[src/hdl/dimr_pkg.sv]
// ----------------------------------------------------------------------------
// dimr_pkg
// Types, register indexes and field widths shared by the dimension-order
// mesh router blocks.
// ----------------------------------------------------------------------------
package dimr_pkg;

  // Fixed field widths
  localparam int HOP_W         = 16;
  localparam int NODE_FIELD_W  = 16;
  localparam int NUM_DIMS_W    = 3;
  localparam int DIM_SIZE_W    = 5;
  localparam int COORD_W       = 4;
  localparam int DIV_BITS      = 4;
  localparam int DIM_SIZE_CAP  = 16;

  // Configuration port
  localparam int CFG_IDX_W     = 3;
  localparam int CFG_DATA_W    = 5;
  localparam int NUM_SIZE_REGS = 4;

  localparam logic [CFG_IDX_W-1:0] REG_NUM_DIMS  = 3'd0;
  localparam logic [CFG_IDX_W-1:0] REG_DIM0_SIZE = 3'd1;

  localparam logic [NUM_DIMS_W-1:0] NUM_DIMS_RST   = 3'd2;
  localparam logic [DIM_SIZE_W-1:0] DIM_SIZE_RST_LO = 5'd4;
  localparam logic [DIM_SIZE_W-1:0] DIM_SIZE_RST_HI = 5'd1;
  localparam int                    NUM_RST_LO_DIMS = 2;

  localparam int ROUTE_KIND_W = 2;

  typedef enum logic [ROUTE_KIND_W-1:0] {
    KIND_LINKED,
    KIND_NOSHAPE,
    KIND_MESH
  } route_kind_e;

  typedef enum logic [1:0] {
    F_IDLE,
    F_DIV,
    F_JOIN,
    F_PUSH
  } front_state_e;

  typedef enum logic [1:0] {
    B_IDLE,
    B_SRC,
    B_DST,
    B_WALK
  } back_state_e;

  // Width of one queued route job
  function automatic int entry_width(input int max_dims, input int id_bits);
    return ROUTE_KIND_W + 3 * id_bits + max_dims * (2 * COORD_W + id_bits);
  endfunction

endpackage

[src/hdl/dimr_front.sv]
// ----------------------------------------------------------------------------
// dimr_front
// Accepts route requests, classifies them and splits mesh ids into
// coordinates with an iterative divider, then builds strides and the joined
// start id before handing the job to the queue.
// ----------------------------------------------------------------------------
module dimr_front import dimr_pkg::*; #(
  parameter int MAX_DIMS     = 4,
  parameter int NODE_ID_BITS = 16,
  localparam int ND_W        = $clog2(MAX_DIMS + 1),
  localparam int ENTRY_W     = entry_width(MAX_DIMS, NODE_ID_BITS)
) (
  input  logic                                   clk_i,
  input  logic                                   rst_ni,
  input  logic                                   in_valid_i,
  output logic                                   in_stall_o,
  input  logic [NODE_FIELD_W-1:0]                src_node_i,
  input  logic [NODE_FIELD_W-1:0]                dest_node_i,
  input  logic                                   directly_linked_i,
  input  logic [ND_W-1:0]                        nd_i,
  input  logic [MAX_DIMS-1:0][DIM_SIZE_W-1:0]    size_i,
  output logic                                   push_valid_o,
  input  logic                                   push_stall_i,
  output logic [ENTRY_W-1:0]                     push_data_o
);

  localparam int NB    = NODE_ID_BITS;
  localparam int QW    = ((NB + DIV_BITS - 1) / DIV_BITS) * DIV_BITS;
  localparam int NSTEP = QW / DIV_BITS;
  localparam int SC_W  = (NSTEP > 1) ? $clog2(NSTEP) : 1;
  localparam int DIM_W = (MAX_DIMS > 1) ? $clog2(MAX_DIMS) : 1;

  typedef struct packed {
    route_kind_e                          kind;
    logic [NB-1:0]                        src;
    logic [NB-1:0]                        dst;
    logic [NB-1:0]                        base;
    logic [MAX_DIMS-1:0][COORD_W-1:0]     cur;
    logic [MAX_DIMS-1:0][COORD_W-1:0]     tgt;
    logic [MAX_DIMS-1:0][NB-1:0]          stride;
  } entry_t;

  // Restoring division, DIV_BITS quotient bits per call
  function automatic logic [QW+COORD_W-1:0] div_step(
    input logic [QW-1:0]         q,
    input logic [COORD_W-1:0]    r,
    input logic [DIM_SIZE_W-1:0] s
  );
    logic [QW-1:0]      qq;
    logic [COORD_W:0]   t;
    logic [COORD_W-1:0] rr;
    qq = q;
    rr = r;
    for (int i = 0; i < DIV_BITS; i++) begin
      t  = {rr, qq[QW-1]};
      qq = {qq[QW-2:0], 1'b0};
      if (t >= s) begin
        t     = t - s;
        qq[0] = 1'b1;
      end
      rr = t[COORD_W-1:0];
    end
    return {qq, rr};
  endfunction

  front_state_e state_q, state_d;
  route_kind_e  kind_q;
  logic [NB-1:0] src_q, dst_q, base_q, stride_q;
  logic [QW-1:0] qs_q, qd_q;
  logic [COORD_W-1:0] rs_q, rd_q;
  logic [SC_W-1:0] step_q;
  logic [DIM_W-1:0] dim_q;
  logic [MAX_DIMS-1:0][COORD_W-1:0] cur_q, tgt_q;
  logic [MAX_DIMS-1:0][NB-1:0] strides_q;

  logic [QW+COORD_W-1:0] ds, dd;
  logic [DIM_SIZE_W-1:0] size_cur;
  logic dim_last, step_last, accept;
  logic [NB-1:0] src_m, dst_m;
  entry_t entry;

  assign src_m     = NB'(src_node_i);
  assign dst_m     = NB'(dest_node_i);
  assign size_cur  = size_i[dim_q];
  assign ds        = div_step(qs_q, rs_q, size_cur);
  assign dd        = div_step(qd_q, rd_q, size_cur);
  assign dim_last  = (ND_W'(dim_q) + ND_W'(1)) == nd_i;
  assign step_last = step_q == SC_W'(NSTEP - 1);
  assign accept    = (state_q == F_IDLE) && in_valid_i;

  always_comb begin
    state_d = state_q;
    case (state_q)
      F_IDLE: begin
        if (in_valid_i) begin
          state_d = (directly_linked_i || nd_i == '0) ? F_PUSH : F_DIV;
        end
      end
      F_DIV: begin
        if (step_last && dim_last) begin
          state_d = F_JOIN;
        end
      end
      F_JOIN: begin
        if (dim_last) begin
          state_d = F_PUSH;
        end
      end
      F_PUSH: begin
        if (!push_stall_i) begin
          state_d = F_IDLE;
        end
      end
      default: state_d = F_IDLE;
    endcase
  end

  always_comb begin
    in_stall_o   = (state_q != F_IDLE);
    push_valid_o = (state_q == F_PUSH);
  end

  always_ff @(posedge clk_i or negedge rst_ni) begin
    if (!rst_ni) begin
      state_q <= F_IDLE;
    end else begin
      state_q <= state_d;
    end
  end

  always_ff @(posedge clk_i) begin
    if (accept) begin
      src_q  <= src_m;
      dst_q  <= dst_m;
      qs_q   <= QW'(src_m);
      qd_q   <= QW'(dst_m);
      rs_q   <= '0;
      rd_q   <= '0;
      step_q <= '0;
      dim_q  <= '0;
      cur_q  <= '0;
      tgt_q  <= '0;
      base_q <= '0;
      if (directly_linked_i) begin
        kind_q <= KIND_LINKED;
      end else if (nd_i == '0) begin
        kind_q <= KIND_NOSHAPE;
      end else begin
        kind_q <= KIND_MESH;
      end
    end else if (state_q == F_DIV) begin
      qs_q <= ds[QW+COORD_W-1:COORD_W];
      qd_q <= dd[QW+COORD_W-1:COORD_W];
      if (step_last) begin
        // remainder is this dimension's coordinate, quotient feeds the next
        cur_q[dim_q] <= ds[COORD_W-1:0];
        tgt_q[dim_q] <= dd[COORD_W-1:0];
        rs_q         <= '0;
        rd_q         <= '0;
        step_q       <= '0;
        if (dim_last) begin
          dim_q    <= '0;
          base_q   <= '0;
          stride_q <= NB'(1);
        end else begin
          dim_q <= dim_q + DIM_W'(1);
        end
      end else begin
        rs_q   <= ds[COORD_W-1:0];
        rd_q   <= dd[COORD_W-1:0];
        step_q <= step_q + SC_W'(1);
      end
    end else if (state_q == F_JOIN) begin
      base_q           <= base_q + stride_q * NB'(cur_q[dim_q]);
      strides_q[dim_q] <= stride_q;
      stride_q         <= stride_q * NB'(size_i[dim_q]);
      dim_q            <= dim_q + DIM_W'(1);
    end
  end

  always_comb begin
    entry.kind   = kind_q;
    entry.src    = src_q;
    entry.dst    = dst_q;
    entry.base   = base_q;
    entry.cur    = cur_q;
    entry.tgt    = tgt_q;
    entry.stride = strides_q;
    push_data_o  = entry;
  end

endmodule

[src/hdl/dimr_queue.sv]
// ----------------------------------------------------------------------------
// dimr_queue
// Small register queue that decouples route setup from hop emission.
// ----------------------------------------------------------------------------
module dimr_queue import dimr_pkg::*; #(
  parameter int WIDTH = 8,
  parameter int DEPTH = 2
) (
  input  logic             clk_i,
  input  logic             rst_ni,
  input  logic             push_valid_i,
  output logic             push_stall_o,
  input  logic [WIDTH-1:0] push_data_i,
  output logic             pop_valid_o,
  input  logic             pop_stall_i,
  output logic [WIDTH-1:0] pop_data_o
);

  localparam int PTR_W = (DEPTH > 1) ? $clog2(DEPTH) : 1;
  localparam int CNT_W = $clog2(DEPTH + 1);

  logic [WIDTH-1:0] mem_q [DEPTH];
  logic [PTR_W-1:0] wr_ptr_q, rd_ptr_q;
  logic [CNT_W-1:0] count_q;
  logic push, pop;

  assign push_stall_o = (count_q == CNT_W'(DEPTH));
  assign pop_valid_o  = (count_q != '0);
  assign push         = push_valid_i && !push_stall_o;
  assign pop          = pop_valid_o && !pop_stall_i;
  assign pop_data_o   = mem_q[rd_ptr_q];

  always_ff @(posedge clk_i or negedge rst_ni) begin
    if (!rst_ni) begin
      wr_ptr_q <= '0;
      rd_ptr_q <= '0;
      count_q  <= '0;
    end else begin
      if (push) begin
        wr_ptr_q <= (wr_ptr_q == PTR_W'(DEPTH - 1)) ? '0 : wr_ptr_q + PTR_W'(1);
      end
      if (pop) begin
        rd_ptr_q <= (rd_ptr_q == PTR_W'(DEPTH - 1)) ? '0 : rd_ptr_q + PTR_W'(1);
      end
      if (push && !pop) begin
        count_q <= count_q + CNT_W'(1);
      end else if (pop && !push) begin
        count_q <= count_q - CNT_W'(1);
      end
    end
  end

  always_ff @(posedge clk_i) begin
    if (push) begin
      mem_q[wr_ptr_q] <= push_data_i;
    end
  end

endmodule

[src/hdl/dimr_back.sv]
// ----------------------------------------------------------------------------
// dimr_back
// Walks one queued route job and emits its hops, one per cycle while the
// output is not stalled, through a registered output stage.
// ----------------------------------------------------------------------------
module dimr_back import dimr_pkg::*; #(
  parameter int MAX_DIMS     = 4,
  parameter int NODE_ID_BITS = 16,
  localparam int ENTRY_W     = entry_width(MAX_DIMS, NODE_ID_BITS)
) (
  input  logic               clk_i,
  input  logic               rst_ni,
  input  logic               pop_valid_i,
  output logic               pop_stall_o,
  input  logic [ENTRY_W-1:0] pop_data_i,
  output logic               out_valid_o,
  input  logic               out_stall_i,
  output logic [HOP_W-1:0]   hop_node_o,
  output logic               last_hop_o
);

  localparam int NB    = NODE_ID_BITS;
  localparam int DIM_W = (MAX_DIMS > 1) ? $clog2(MAX_DIMS) : 1;

  typedef struct packed {
    route_kind_e                          kind;
    logic [NB-1:0]                        src;
    logic [NB-1:0]                        dst;
    logic [NB-1:0]                        base;
    logic [MAX_DIMS-1:0][COORD_W-1:0]     cur;
    logic [MAX_DIMS-1:0][COORD_W-1:0]     tgt;
    logic [MAX_DIMS-1:0][NB-1:0]          stride;
  } entry_t;

  back_state_e state_q, state_d;
  route_kind_e kind_q;
  logic [NB-1:0] src_q, dst_q, id_q;
  logic [MAX_DIMS-1:0][COORD_W-1:0] cur_q, tgt_q;
  logic [MAX_DIMS-1:0][NB-1:0] strides_q;
  logic out_valid_q, last_q;
  logic [HOP_W-1:0] hop_q;

  entry_t entry;
  logic [MAX_DIMS-1:0] neq, neq_next;
  logic [MAX_DIMS-1:0][COORD_W-1:0] cur_next;
  logic [DIM_W-1:0] k;
  logic up, out_free, emit, emit_last;
  logic [NB-1:0] id_next, emit_hop;

  assign entry    = pop_data_i;
  assign out_free = !out_valid_q || !out_stall_i;

  // Step the highest dimension that still differs
  always_comb begin
    k = '0;
    for (int d = 0; d < MAX_DIMS; d++) begin
      neq[d] = (cur_q[d] != tgt_q[d]);
      if (neq[d]) begin
        k = DIM_W'(d);
      end
    end
    up       = cur_q[k] < tgt_q[k];
    cur_next = cur_q;
    cur_next[k] = up ? cur_q[k] + COORD_W'(1) : cur_q[k] - COORD_W'(1);
    id_next  = up ? id_q + strides_q[k] : id_q - strides_q[k];
    neq_next = neq;
    neq_next[k] = (cur_next[k] != tgt_q[k]);
  end

  always_comb begin
    emit      = 1'b0;
    emit_hop  = src_q;
    emit_last = 1'b0;
    case (state_q)
      B_SRC: begin
        emit = out_free;
        case (kind_q)
          KIND_LINKED:  emit_last = (src_q == dst_q);
          KIND_NOSHAPE: emit_last = 1'b0;
          default:      emit_last = (neq == '0);
        endcase
      end
      B_DST: begin
        emit      = out_free;
        emit_hop  = dst_q;
        emit_last = 1'b1;
      end
      B_WALK: begin
        emit      = out_free;
        emit_hop  = id_next;
        emit_last = (neq_next == '0);
      end
      default: emit = 1'b0;
    endcase
  end

  always_comb begin
    state_d = state_q;
    case (state_q)
      B_IDLE: begin
        if (pop_valid_i) begin
          state_d = B_SRC;
        end
      end
      B_SRC: begin
        if (emit) begin
          if (emit_last) begin
            state_d = B_IDLE;
          end else begin
            state_d = (kind_q == KIND_MESH) ? B_WALK : B_DST;
          end
        end
      end
      B_DST: begin
        if (emit) begin
          state_d = B_IDLE;
        end
      end
      B_WALK: begin
        if (emit && emit_last) begin
          state_d = B_IDLE;
        end
      end
      default: state_d = B_IDLE;
    endcase
  end

  assign pop_stall_o = (state_q != B_IDLE);

  always_ff @(posedge clk_i or negedge rst_ni) begin
    if (!rst_ni) begin
      state_q     <= B_IDLE;
      out_valid_q <= 1'b0;
    end else begin
      state_q <= state_d;
      if (emit) begin
        out_valid_q <= 1'b1;
      end else if (!out_stall_i) begin
        out_valid_q <= 1'b0;
      end
    end
  end

  always_ff @(posedge clk_i) begin
    if (state_q == B_IDLE && pop_valid_i) begin
      kind_q    <= entry.kind;
      src_q     <= entry.src;
      dst_q     <= entry.dst;
      id_q      <= entry.base;
      cur_q     <= entry.cur;
      tgt_q     <= entry.tgt;
      strides_q <= entry.stride;
    end else if (state_q == B_WALK && emit) begin
      cur_q <= cur_next;
      id_q  <= id_next;
    end
    if (emit) begin
      hop_q  <= HOP_W'(emit_hop);
      last_q <= emit_last;
    end
  end

  assign out_valid_o = out_valid_q;
  assign hop_node_o  = hop_q;
  assign last_hop_o  = last_q;

endmodule

[src/hdl/dimension_order_mesh_router_unit.sv]
// ----------------------------------------------------------------------------
// dimension_order_mesh_router_unit
// Dimension-order path generator for a mixed-radix mesh of up to MAX_DIMS
// dimensions.
// ----------------------------------------------------------------------------
// A request (source id, destination id, direct-link flag) produces its path
// as a stream of hop node ids, the last one flagged with last_hop_o. The
// first hop is always the raw source id. Mesh requests are set up by the
// front section: an iterative coordinate divider for each configured
// dimension (4 quotient bits per cycle), then a pass over the dimensions
// to build strides and the start id, then a push of the job into the
// queue; direct-link and no-shape requests skip that setup. The back
// section loads a job and then emits one hop per cycle while the output
// is not stalled. A two-entry job queue lets setup of the next request
// overlap emission of the current one. Configuration registers are
// written through cfg_we_i/cfg_idx_i/cfg_data_i and must only change
// while the unit is idle.
// ----------------------------------------------------------------------------
module dimension_order_mesh_router_unit import dimr_pkg::*; #(
  parameter int MAX_DIMS     = 4,
  parameter int NODE_ID_BITS = 16
) (
  input  logic                    clk_i,
  input  logic                    rst_ni,
  input  logic                    cfg_we_i,
  input  logic [CFG_IDX_W-1:0]    cfg_idx_i,
  input  logic [CFG_DATA_W-1:0]   cfg_data_i,
  input  logic                    in_valid_i,
  output logic                    in_stall_o,
  input  logic [NODE_FIELD_W-1:0] src_node_i,
  input  logic [NODE_FIELD_W-1:0] dest_node_i,
  input  logic                    directly_linked_i,
  output logic                    out_valid_o,
  input  logic                    out_stall_i,
  output logic [HOP_W-1:0]        hop_node_o,
  output logic                    last_hop_o
);

  localparam int ND_W    = $clog2(MAX_DIMS + 1);
  localparam int ENTRY_W = entry_width(MAX_DIMS, NODE_ID_BITS);

  logic [NUM_DIMS_W-1:0]               num_dims_q;
  logic [MAX_DIMS-1:0][DIM_SIZE_W-1:0] dim_size_q;
  logic [MAX_DIMS-1:0][DIM_SIZE_W-1:0] size_eff;
  logic [ND_W-1:0]                     nd_eff;

  logic               q_push_valid, q_push_stall;
  logic               q_pop_valid, q_pop_stall;
  logic [ENTRY_W-1:0] q_push_data, q_pop_data;

  always_ff @(posedge clk_i or negedge rst_ni) begin
    if (!rst_ni) begin
      num_dims_q <= NUM_DIMS_RST;
    end else if (cfg_we_i && cfg_idx_i == REG_NUM_DIMS) begin
      num_dims_q <= cfg_data_i[NUM_DIMS_W-1:0];
    end
  end

  always_ff @(posedge clk_i or negedge rst_ni) begin
    if (!rst_ni) begin
      for (int d = 0; d < MAX_DIMS; d++) begin
        dim_size_q[d] <= (d < NUM_RST_LO_DIMS) ? DIM_SIZE_RST_LO : DIM_SIZE_RST_HI;
      end
    end else if (cfg_we_i) begin
      for (int d = 0; d < MAX_DIMS; d++) begin
        if (d < NUM_SIZE_REGS &&
            cfg_idx_i == CFG_IDX_W'(int'(REG_DIM0_SIZE) + d)) begin
          dim_size_q[d] <= cfg_data_i;
        end
      end
    end
  end

  // Zero counts as one node, anything above the cap as the cap
  always_comb begin
    for (int d = 0; d < MAX_DIMS; d++) begin
      if (dim_size_q[d] == '0) begin
        size_eff[d] = DIM_SIZE_W'(1);
      end else if (dim_size_q[d] > DIM_SIZE_W'(DIM_SIZE_CAP)) begin
        size_eff[d] = DIM_SIZE_W'(DIM_SIZE_CAP);
      end else begin
        size_eff[d] = dim_size_q[d];
      end
    end
  end

  always_comb begin
    if ({1'b0, num_dims_q} > 4'(MAX_DIMS)) begin
      nd_eff = ND_W'(MAX_DIMS);
    end else begin
      nd_eff = ND_W'(num_dims_q);
    end
  end

  dimr_front #(
    .MAX_DIMS    (MAX_DIMS),
    .NODE_ID_BITS(NODE_ID_BITS)
  ) u_front (
    .clk_i            (clk_i),
    .rst_ni           (rst_ni),
    .in_valid_i       (in_valid_i),
    .in_stall_o       (in_stall_o),
    .src_node_i       (src_node_i),
    .dest_node_i      (dest_node_i),
    .directly_linked_i(directly_linked_i),
    .nd_i             (nd_eff),
    .size_i           (size_eff),
    .push_valid_o     (q_push_valid),
    .push_stall_i     (q_push_stall),
    .push_data_o      (q_push_data)
  );

  dimr_queue #(
    .WIDTH(ENTRY_W),
    .DEPTH(2)
  ) u_queue (
    .clk_i       (clk_i),
    .rst_ni      (rst_ni),
    .push_valid_i(q_push_valid),
    .push_stall_o(q_push_stall),
    .push_data_i (q_push_data),
    .pop_valid_o (q_pop_valid),
    .pop_stall_i (q_pop_stall),
    .pop_data_o  (q_pop_data)
  );

  dimr_back #(
    .MAX_DIMS    (MAX_DIMS),
    .NODE_ID_BITS(NODE_ID_BITS)
  ) u_back (
    .clk_i      (clk_i),
    .rst_ni     (rst_ni),
    .pop_valid_i(q_pop_valid),
    .pop_stall_o(q_pop_stall),
    .pop_data_i (q_pop_data),
    .out_valid_o(out_valid_o),
    .out_stall_i(out_stall_i),
    .hop_node_o (hop_node_o),
    .last_hop_o (last_hop_o)
  );

  // Front holds off new requests while it works on an accepted one
  a_front_busy: assert property (@(posedge clk_i) disable iff (!rst_ni)
    in_valid_i && !in_stall_o |=> in_stall_o)
    else $error("front accepted back-to-back requests");

  // Back walks one job at a time
  a_back_busy: assert property (@(posedge clk_i) disable iff (!rst_ni)
    q_pop_valid && !q_pop_stall |=> q_pop_stall)
    else $error("back did not start on popped job");

  // A pending non-final hop means the path is still being walked
  a_hop_tail: assert property (@(posedge clk_i) disable iff (!rst_ni)
    out_valid_o && !last_hop_o |-> q_pop_stall)
    else $error("back went idle before the final hop");

endmodule

[config.mk]
export PLATFORM = sky130hd
export DESIGN_NAME = dimension_order_mesh_router_unit
export DESIGN_NICKNAME = d
export VERILOG_FILES = /design/src/hdl/dimr_pkg.sv /design/src/hdl/dimr_front.sv /design/src/hdl/dimr_queue.sv /design/src/hdl/dimr_back.sv /design/src/hdl/dimension_order_mesh_router_unit.sv
export SDC_FILE = /design/constraint.sdc
export NUM_CORES = 1
export LEC_CHECK = 0
export ABC_AREA = 1
export BUFFER_PORTS_ARGS = -buffer_cell sky130_fd_sc_hd__buf_2
export CAP_MARGIN = 15
export CORE_UTILIZATION = 40
export CTS_CLUSTER_SIZE = 28
export DETAILED_ROUTE_END_ITERATION = 10
export PLACE_DENSITY = 0.55
export SKIP_CTS_REPAIR_TIMING = 1
export SYNTH_ARGS = -nofsm -noshare
export SYNTH_HDL_FRONTEND = slang
export SYNTH_HIERARCHICAL = 1
export SYNTH_SLANG_ARGS = --single-unit
export TNS_END_PERCENT = 5
[constraint.sdc]
create_clock -name clk_i -period 8.45 [get_ports clk_i]
set_input_delay 0 -clock clk_i [delete_from_list [all_inputs] [get_ports clk_i]]
set_output_delay 0 -clock clk_i [all_outputs]
set_load 0.05 [all_outputs]
---- Word level (Yosys, flattened, before mapping) ----
Memories as Yosys holds them, arrays and structs flattened.
Cells that the tools add are included.
storage, ports and cells
  word-level logic and storage cells ...... 281
  RAM bits ................................ 292
  bits of input ports ..................... 46
  bits in registers ....................... 401
  output and inout bits ................... 19
  memories kept ........................... 1
operators by class
  reduce and logical (&&, ||, !) cells .... 50
  muxes and demuxes ....................... 104
  order comparisons ....................... 18
  bitwise operators ....................... 2
  add/subtract/negate cells ............... 20
  eq/ne operators ......................... 32
  multipliers ............................. 2
memory list
  name           depth  bits a word  read ports  clocked after memory_dff  write ports  line              text
  u_queue.mem_q  2      146          1           0                         1            dimr_queue.sv:22  logic [WIDTH-1:0] mem_q [DEPTH];
operators with widths
  cell                                                    count
  two-way mux 16 bit                                      19
  two-way mux 4 bit                                       17
  bitwise mux 64 bit                                      1
  bitwise mux 16 bit                                      3
  two-way mux 5 bit                                       9
  greater-or-equal comparator 5 bit                       8
  two-way mux 2 bit                                       20
  adder 16 bit                                            2
  binary-select mux 16 bit (select 2 bit)                 1
  binary-select mux 4 bit (select 2 bit)                  4
  demux 16 bit (select 2 bit)                             1
  one-hot mux 16 bit (2 select lines)                     1
  subtractor 4 bit                                        8
  > comparator 5 bit (second input constant)              4
  logical NOT 5 bit                                       4
  inequality test 4 bit                                   5
  two-way mux 1 bit                                       18
  inequality test 2 x 1 -> 1 bit (second input constant)  9
  demux 4 bit (select 2 bit)                              2
  equality test 16 bit                                    1
  multiplier 16 x 4 -> 16 bit                             1
  multiplier 16 x 5 -> 16 bit                             1
  one-hot mux 2 bit (4 select lines)                      2
  subtractor 16 bit                                       1
  other kinds (35)                                        86

---- Longest topological paths before layout ----
Gate-level depths: netlist of the first run.
  depth in word-level cells ............... 18
  depth in mapped cells ................... 42
  depth with buffers taken out ............ 42

---- Hierarchy ----
The synthesis of the first run kept the hierarchy.
by module, submodules not included
  module                            cells each  area an instance (um^2)  sequential area each (um^2)  instances
  dimr_front                        1527        13410.4                  5635.4                       1
  dimr_queue                        795         10812.9                  8868.5                       1
  dimr_back                         825         8486.9                   4969.8                       1
  dimension_order_mesh_router_unit  156         1255.0                   581.8                        1

---- Worst setup path before layout of the first run ----
OpenSTA, ideal clock, no wires.
  path type ............................... register -> register
  start point ............................. reg u_front.state_q[1]
  end point ............................... mem u_queue/mem_q[1][0] (netlist bit), enable pin
  path buffers ............................ 0
  stages on the path, launching flop included .. 4
  clock period less this slack ............ 7.375 ns
  path slack .............................. 1.075 ns
  required time ........................... 7.797 ns
  arrival time ............................ 6.722 ns
  setup time .............................. 0.653 ns
  cells stage by stage .................... dfrtp_1 -> ha_1 -> o21ai_0 -> nor2_1
between the ends
  word-level cells in the longest chain between the ends .. 4
RTL lines
  item                                     line                                    text
  from (decl)                              dimr_front.sv:66                        front_state_e state_q, state_d;
  from (signal assigned)                   dimr_front.sv:127                       state_q <= state_d;
  equality test 2 bit                      dimr_front.sv:120                       push_valid_o = (state_q == F_PUSH);
  named net q_push_valid                   dimension_order_mesh_router_unit.sv:47  logic q_push_valid, q_push_stall;
  logical AND 1 bit                        dimr_queue.sv:29                        assign push = push_valid_i && !push_stall_o;
  two-way mux 1 bit                        dimr_queue.sv:54                        if (push) begin
  two-way mux 1 bit (not written as such)  dimr_queue.sv:55                        mem_q[wr_ptr_q] <= push_data_i;
  to (decl)                                dimr_queue.sv:22
The timed path passes the listed nets, and every way through them passes these cells.

==> out/results.txt, run 1 <==
most common cell in the netlist: nand2_1
Core Area: 83,820 um^2
Crit. End Element: flop
Slew @ Worst Pin: 1.208 ns
Port Buf Inserts: 64
Die X: 293.4 um
P&R area growth vs syn: 13.24%
DRT Pass-1 Iters: 7
gpl congestion: 0.8398
min-delay worst type: primary input to asynchronous set/reset pin
Yosys top cell area share: 0.5313
Yosys warning count: 6
Via-to-Cell Ratio: 4.865
syn avg cell area: 10.28 um^2
first-pass GRT wire length: 126,000 um
io pins: 65
WL/cell: 17.90 um
kind of critical path: flop to flop
Cells after Synth: 3,303
die area: 86,080 um^2
Async S/R FF share, synth: 0.04618
RSZ-0062 raised after global routing: no
final net count: 3,666
final setup fails: 0
detailed placer's ending HPWL: 55,970 um
clock-pin slew on the worst setup and hold paths: 0.06 ns
Worst-Skew Late Latency: 0.64 ns
Max Fclk: 145.2 MHz
CTS tree: yes
largest net degree at the start of global routing: 147
clk root buf: clkbuf_16
Iter 0 DRT Violations: 1,669
initial antenna violation count: 2
Syn Nets: 3,541
Filler cells: 7,903
final slew viol count: 0
slowest cell on the critical path: dfstp_2
Crit path largest cell delay: 0.54 ns
post-synth top area cell: edfxtp_1
Post-DRT Antenna Nets: 0
DRT Wirelength: 82,690 um
min Tclk post-route: 6.885 ns
Max Cap Viol: 0
Synth Area in Adders: 0.08907
EDFF count, synth: 601
chip height: 293.4 um
Starting Density: 0.4052
Top FF cell, synth: edfxtp_1
mux cell area share after synthesis: 0
via count: 22,478
TritonCTS sink count: 693
Post-route DRC: 0
Unique masters post-synth: 64
largest family of logic cells by synthesized area: simple AND/OR/NAND/NOR gates
total grt overflow: 0
sequential area share after synthesis: 0.5905
Final Hold Fails: 0
most used cell, CP: nand2_1
CTS Buffer Depth: 3
number of global-route vias before repair: 21,062
post-synthesis compound-gate area fraction: 0.05651
setup TNS: 0 ns
clock skew: 0.04219 ns
Std-Cell Rows: 106
final period utilization: 0.8148
crit path launch type: flop
simple-gate area share of the yosys netlist: 0.1933
share of cells above drive strength 1: 0.08606
H-tree levels: 3
status: finished, final reports clean
cts bufs inserted: 77
Max FO, Critical Path: 14
Rel. slew slack: 0.1941
Synth Area in XOR/XNOR: 0.01625
#FFs+latches synth: 693
mapped cell area: 33,970 um^2
Synth top cells by count: nand2_1, edfxtp_1, inv_1, nor2_1, nand3_1
Ant. Diodes: 0
CP Data Arrival Time: 7.38 ns
top cells by area, synth: edfxtp_1, nand2_1, fa_1
WP data required: 8.95 ns
Total Routing Usage GR: 0.1925
## flip-flops by register name, indices dropped and copies added, names as in the netlist, 3 cells and up
| register | flops |
|---|---|
| u_back/src_q | 16 |
| u_queue/mem_q | 292 |
| dim_size_q | 20 |
| u_back/dst_q | 16 |
| u_front/rs_q | 4 |
| u_front/qd_q | 16 |
| u_back/tgt_q | 16 |
| u_front/rd_q | 4 |
| num_dims_q | 3 |
| u_back/strides_q | 64 |
| u_front/qs_q | 16 |
| u_back/id_q | 16 |
| u_front/stride_q | 16 |
| u_front/dst_q | 16 |
| u_front/src_q | 16 |
| u_front/push_data_o | 96 |
| u_front/base_q | 16 |
| u_back/cur_q | 16 |
| u_back/hop_node_o | 16 |
## worst max-delay path, delay by kind of cell, from the launching register on
family                     cells  cell delay, ns
and+or+nand+nor               19            2.10
buffers and inverters          6            0.79
adders and majority gates      4            1.40
AOI/OAI and AO/OA              8            1.88
DFF                            1            0.54
## cells in the final DEF (no fill, tap or decap), types with 25 or more instances in the layout
| cell | n |
|---|---|
| dlygate4sd3_1 | 60 |
| clkbuf_16 | 77 |
| fa_1 | 83 |
| dfrtp_1 | 26 |
| nor2_1 | 170 |
| a21oi_1 | 88 |
| nand2_1 | 1170 |
| inv_1 | 317 |
| nand3_1 | 129 |
| edfxtp_1 | 601 |
| xor2_1 | 28 |
| o21ai_0 | 103 |
| inv_2 | 25 |
| buf_2 | 64 |
| nand4_1 | 45 |
| ha_1 | 109 |
| dfxtp_1 | 60 |
| xnor2_1 | 35 |
## stage by stage
stage	worst slack [ns]	instances	util	instance area, um^2	hold WS, ns
after floorplan	1.075	3303	-	33970	-0.2956
after global placement	1.790	4423	0.4219	35360	0.1702
after detailed placement	1.588	4423	0.4219	35360	0.1691
after CTS	1.562	4560	0.4517	37860	-0.5314
after global routing	0.7817	4620	0.4589	38460	0.07533
final	1.565	4620	0.4589	38460	0.03043
## per-layer routing
metal | wire, um | up-vias | global-route usage
met5 | 0 | - | 0
met2 | 37440 | 499 | 0.3004
li1 | - | 11205 | -
met1 | 38970 | 10662 | 0.2795
met3 | 4468 | 112 | 0.03003
met4 | 1811 | 0 | 0.04980
## logic make-up after synthesis
logic type	count (synthesis)
XOR/XNOR	63
buffers and inverters	447
adder cells (fa/ha/maj)	192
AO/OA/AOI/OAI	320
AND/OR/NAND/NOR	1588
flip-flops	693
## worst paths after layout
| check | startpoint | to | slack, ns | depth (start not counted) |
|---|---|---|---|---|
| setup reg to reg | dim_size_q[15] | u_front/push_data_o[88] | 1.56 | 37 |
| max in group asynchronous | rst_ni | u_queue/rd_ptr_q | 7.71 | 2 |
| setup / recovery | dim_size_q[15] | u_front/push_data_o[88] | 1.56 | 37 |
| min in group clk_i | dest_node_i[13] | u_front/dst_q[13] | 0.12 | 2 |
| hold reg to reg | u_front/push_data_o[59] | u_queue/mem_q[0][59] | 0.42 | 0 |
| hold / removal | rst_ni | dim_size_q[4] | 0.03 | 2 |
## cell type report
class                           count  area (um^2)  share of cell area
Sequential cell                   693        20060              0.5215
Multi-Input combinational cell   2163        12080              0.3139
Clock inverter                     35        411.6             0.01070
Clock buffer                      102         2091             0.05436
Tap cell                         1134         1419             0.03689
Timing Repair Buffer              143         1076             0.02798
Inverter                          350         1331             0.03461
Power of run 1 is left out: the tool's default activity adds up to more than one toggle a clock period on the data nets, which glitch-free logic cannot reach.
==> inputs of run 2 (changes only) <==
PLACE_DENSITY = 0.57   (was 0.55)
clock period = 5.6 ns   (was 8.45 ns; I/O delays follow)
==> run 2 against run 1 <==
  * Clock skew down 0.0057 ns
  * Cell area rose by 4.3%
  * Fmax is 26% higher
  * Flip-flop and latch count did not move
  * Utilization is 2.0 points higher
  * Register-to-register slack worse by 1.4 ns
  * Critical endpoint is now u_front/rs_q[0]
  * Largest cell class unchanged
==> out/results.txt, run 2 (same netlist as run 1, synthesis figures left out) <==
Total Routing Usage GR: 0.1915 (was 0.1925)
RSZ-0062 raised after global routing: yes (was no)
slowest cell on the critical path: dfstp_2 (unchanged)
detailed placer's ending HPWL: 57,250 um (was 55,970 um)
largest net degree at the start of global routing: 96 (was 147)
min-delay worst type: primary input to asynchronous set/reset pin (unchanged)
R2R depth: 37 (unchanged)
clock-pin slew on the worst setup and hold paths: 0.06 ns (about the same)
Largest Register: u_queue/mem_q (unchanged)
clk root buf: clkbuf_16 (unchanged)
status: finished, final reports clean (unchanged)
Core Area: 83,820 um^2 (unchanged)
CTS Buffer Depth: 3 (unchanged)
H-tree levels: 3 (unchanged)
Die X: 293.4 um (unchanged)
Post-route DRC: 0 (unchanged)
dpl cell area: 35,980 um^2 (was 35,360 um^2)
WP data required: 6.14 ns (was 8.95 ns)
most frequent cells in the layout: nand2_1, edfxtp_1, inv_1 (unchanged)
Slew @ Worst Pin: 1.191 ns (was 1.208 ns)
io pins: 65 (unchanged)
cts bufs inserted: 76 (was 77)
Crit path largest cell delay: 0.54 ns (about the same)
Rel. slew slack: 0.2051 (was 0.1941)
Max Fclk: 183.3 MHz (was 145.2 MHz)
Worst-Skew Late Latency: 0.64 ns (about the same)
final setup fails: 0 (unchanged)
total grt overflow: 0 (unchanged)
Crit. End Element: flop (unchanged)
RR Endpoint: u_front/rs_q[0] (was u_front/push_data_o[88])
final core utilization: 0.4784 (was 0.4589)
min Tclk post-route: 5.454 ns (was 6.885 ns)
crit path launch type: flop (unchanged)
Post-DRT Antenna Nets: 0 (unchanged)
setup slack, reg-to-reg: 0.15 ns (was 1.56 ns)
P&R area growth vs syn: 18.06% (was 13.24%)
final net count: 3,762 (was 3,666)
commonest non-fill, non-tap cell in the layout: nand2_1 (unchanged)
final period utilization: 0.9740 (was 0.8148)
die area: 86,080 um^2 (unchanged)
final slew viol count: 0 (unchanged)
kind of critical path: flop to flop (unchanged)
Port Buf Inserts: 64 (unchanged)
share of cells above drive strength 1: 0.1466 (was 0.08606)
first-pass GRT wire length: 126,200 um (was 126,000 um)
CP Data Arrival Time: 6.00 ns (was 7.38 ns)
chip height: 293.4 um (unchanged)
Via-to-Cell Ratio: 4.922 (was 4.865)
Iter 0 DRT Violations: 1,784 (was 1,669)
DRT Wirelength: 83,830 um (was 82,690 um)
DRT Pass-1 Iters: 5 (was 7)
via count: 23,242 (was 22,478)
max reg flops: 292 (unchanged)
r2r startpoint: dim_size_q[2] (was dim_size_q[15])
Max FO, Critical Path: 8 (was 14)
TritonCTS sink count: 693 (unchanged)
clock skew: 0.03650 ns (was 0.04219 ns)
initial antenna violation count: 3 (was 2)
number of global-route vias before repair: 21,634 (was 21,062)
Starting Density: 0.4052 (unchanged)
WL/cell: 17.75 um (was 17.90 um)
Std-Cell Rows: 106 (unchanged)
CTS tree: yes (unchanged)
Final Hold Fails: 0 (unchanged)
most used cell, CP: nand2_1 (unchanged)
cell area after layout: 40,100 um^2 (was 38,460 um^2)
gpl congestion: 0.8542 (was 0.8398)
worst setup path start: dim_size_q[2] (was dim_size_q[15])
Max Cap Viol: 0 (unchanged)
[run 2: cell types whose count changed in the layout (fill, tap and decap cells not counted), sizes merged]
| cell | previous run | this run |
|---|---|---|
| buf | 83 | 179 |
| bufinv | 5 | 9 |
| clkbuf | 102 | 97 |
| clkinv | 29 | 33 |
| clkinvlp | 0 | 2 |
| diode | 0 | 1 |
| dlygate4sd3 | 60 | 61 |
| inv | 351 | 350 |
[run 2: worst max-delay path, delay by kind of cell, from the launching register on]
kind            cells  cell delay [ns]
simple gates       21             2.03
fa+ha+maj           4             0.99
flops               1             0.54
compound gates     10             1.60
buf+inv             2             0.20
[run 2: worst max-delay path by stage]
stage                                    endpoint  depth (start not counted)  slack, ns
after CTS                 u_front/push_data_o[72]                         35      -0.36
final                             u_front/rs_q[0]                         37       0.15
after global placement    u_front/push_data_o[76]                         35      -0.11
after floorplan           u_front/push_data_o[64]                         35      -0.24
after detailed placement  u_front/push_data_o[72]                         35      -0.32
after global routing              u_front/rs_q[0]                         38      -0.23
[run 2: layer usage]
metal / vias to the layer above / wire length (um) / share of wire / global-route usage
met1: 11154 / 38260 / 0.46 / 0.2706
met5: - / 0 / 0 / 0
li1: 11412 / - / - / -
met4: 0 / 1836 / 0.022 / 0.05628
met2: 564 / 39360 / 0.47 / 0.3057
met3: 112 / 4370 / 0.052 / 0.02776
[run 2: cell type report]
cell class / count / area, um^2
Antenna cell: 1 / 2.502
Clock buffer: 97 / 2001
Clock inverter: 44 / 573.1
Fill cell: 7740 / 43720
Inverter: 350 / 1336
Multi-Input combinational cell: 2163 / 12840
Sequential cell: 693 / 20060
Tap cell: 1134 / 1419
Timing Repair Buffer: 240 / 1862
[run 2: metrics by stage]
stage	setup WS, ns	TNS (ns)	cells	hold WS, ns
6_report	0.1457	0	4722	0.01139
5_1_grt	-0.2318	-6.554	4722	0.06634
4_1_cts	-0.3586	-11.49	4643	-0.5305
3_5_place_dp	-0.3235	-10.02	4502	0.1511
3_3_place_gp	-0.1050	-2.342	4502	0.1535
2_1_floorplan	-0.2446	-7.341	3303	-0.2956
Power of run 2 is left out for the same reason.
==> inputs of run 3 (changes only) <==
clock period = 5 ns   (was 5.6 ns; I/O delays follow)
==> run 3 against run 2 <==
  * The run now ends with negative setup slack left
  * Register-to-register slack got worse by 0.59 ns
  * Final cell count grew 2.2%
  * Flip-flop and latch count unchanged
  * Cell area increased by 2.2%
  * Non-clock buffer count increased by 106
  * Routed wire length rose by 0.13%
  * Sequential share of layout area fell by 1.1 points
  * First-iteration DRC count up 3.4%
  * Critical path type unchanged
  * Largest cell class unchanged
==> out/results.txt, run 3 (same netlist as run 1, synthesis figures left out) <==
status: finished, violations left (was finished, final reports clean)
violated checks: negative setup slack
gr busiest metal: met2 (unchanged)
final setup fails: 42 (was 0)
Worst-Skew Late Latency: 0.63 ns (was 0.64 ns)
share of cells above drive strength 1: 0.1738 (was 0.1466)
WL/cell: 17.39 um (was 17.75 um)
DRT Pass-1 Iters: 5 (unchanged)
Port Buf Inserts: 64 (unchanged)
Iter 0 DRT Violations: 1,844 (was 1,784)
Hold WS: 0.03304 ns (was 0.01139 ns)
most frequent cells in the layout: nand2_1, edfxtp_1, inv_1 (unchanged)
CP Data Arrival Time: 5.78 ns (was 6.00 ns)
final period utilization: 1.089 (was 0.9740)
Total Routing Usage GR: 0.1936 (was 0.1915)
Crit path largest cell delay: 0.54 ns (about the same)
min Tclk post-route: 5.447 ns (was 5.454 ns)
number of global-route vias before repair: 22,072 (was 21,634)
initial antenna violation count: 4 (was 3)
Rel. slew slack: 0.2200 (was 0.2051)
Reg area: 20,060 um^2 (unchanged)
Post-DRT Antenna Nets: 0 (unchanged)
largest net degree at the start of global routing: 99 (was 96)
Slew @ Worst Pin: 1.169 ns (was 1.191 ns)
total grt overflow: 0 (unchanged)
GRT met3 Usage: 0.02844 (was 0.02776)
final slew viol count: 0 (unchanged)
final net count: 3,869 (was 3,762)
CTS Buffer Depth: 3 (unchanged)
min-delay worst type: primary input to asynchronous set/reset pin (unchanged)
commonest non-fill, non-tap cell in the layout: nand2_1 (unchanged)
Die X: 293.4 um (unchanged)
Final Hold Fails: 0 (unchanged)
most used cell, CP: nand2_2 (was nand2_1)
P&R area growth vs syn: 20.66% (was 18.06%)
clock skew: 0.01372 ns (was 0.03650 ns)
Max Fclk: 183.6 MHz (was 183.3 MHz)
first-pass GRT wire length: 127,800 um (was 126,200 um)
Crit. End Element: flop (unchanged)
R2R depth: 35 (was 37)
die area: 86,080 um^2 (unchanged)
via count: 23,424 (was 23,242)
met2 Use GR: 0.3147 (was 0.3057)
final worst setup slack: -0.4466 ns (was 0.1457 ns)
kind of critical path: flop to flop (unchanged)
Largest Register: u_queue/mem_q (unchanged)
Post-route DRC: 0 (unchanged)
Starting Density: 0.4052 (unchanged)
slowest cell on the critical path: dfstp_2 (unchanged)
CTS tree: yes (unchanged)
Ant. Diodes: 0 (was 1)
H-tree levels: 3 (unchanged)
cts bufs inserted: 77 (was 76)
WP data required: 5.33 ns (was 6.14 ns)
RSZ-0062 raised after global routing: yes (unchanged)
Max FO, Critical Path: 8 (unchanged)
io pins: 65 (unchanged)
Global Route met1 Usage: 0.2707 (was 0.2706)
final core utilization: 0.4889 (was 0.4784)
area of the multi-input gates: 12,920 um^2 (was 12,840 um^2)
DRT Wirelength: 83,930 um (was 83,830 um)
clock-pin slew on the worst setup and hold paths: 0.06 ns (about the same)
chip height: 293.4 um (unchanged)
Filler cells: 7,676 (was 7,740)
TritonCTS sink count: 693 (unchanged)
max reg flops: 292 (unchanged)
Core Area: 83,820 um^2 (unchanged)
gpl congestion: 0.8668 (was 0.8542)
crit path launch type: flop (unchanged)
setup TNS: -14.53 ns (was 0 ns)
Via-to-Cell Ratio: 4.853 (was 4.922)
Std-Cell Rows: 106 (unchanged)
clk root buf: clkbuf_16 (unchanged)
detailed placer's ending HPWL: 58,050 um (was 57,250 um)
Max Cap Viol: 0 (unchanged)
[run 3: cell count changes in the layout (fill, tap and decap cells not counted), moves of 4 or more]
cell	previous run	this run
buf_4	104	212
clkbuf_8	2	9
clkbuf_1	19	14
clkinv_2	13	9
[run 3: final timing paths]
| kind | start | to | slack [ns] |
|---|---|---|---|
| max in group asynchronous | rst_ni | u_queue/rd_ptr_q | 4.31 |
| min in group clk_i | src_node_i[10] | u_front/src_q[10] | 0.11 |
| hold / removal | rst_ni | num_dims_q[2] | 0.03 |
| setup reg to reg | dim_size_q[15] | u_front/qs_q[0] | -0.45 |
| setup / recovery | dim_size_q[15] | u_front/qs_q[0] | -0.45 |
| hold reg to reg | u_front/push_data_o[9] | u_queue/mem_q[1][9] | 0.44 |
[run 3: final cells by class]
cell class,count,area share
Sequential cell,693,0.4895
Tap cell,1134,0.03462
Clock inverter,41,0.01252
Clock buffer,100,0.05132
Inverter,350,0.03254
Multi-Input combinational cell,2163,0.3152
Timing Repair Buffer,346,0.06427
[run 3: per-stage QoR]
step / instance area (um^2) / worst slack (ns) / cells
5_1_grt: 40980 / -0.7580 / 4827
3_3_place_gp: 36730 / -0.5999 / 4606
4_1_cts: 39350 / -0.7846 / 4747
6_report: 40980 / -0.4466 / 4827
3_5_place_dp: 36730 / -0.7635 / 4606
2_1_floorplan: 33970 / -0.8446 / 3303
[run 3: layer usage]
| metal | vias to the layer above | routed length [um] | share of wire |
|---|---|---|---|
| li1 | 11628 | - | - |
| met1 | 11167 | 38430 | 0.46 |
| met2 | 527 | 39690 | 0.47 |
| met3 | 102 | 4281 | 0.051 |
| met4 | 0 | 1528 | 0.018 |
| met5 | - | 0 | 0 |
[run 3: worst max-delay path: cells and delay by family (launching register included)]
| kind | cells | cell delay, ns |
|---|---|---|
| buf+inv | 4 | 0.46 |
| flops | 1 | 0.54 |
| simple gates | 18 | 1.92 |
| compound gates | 9 | 1.25 |
| fa+ha+maj | 4 | 0.96 |
Power of run 3 is left out for the same reason.
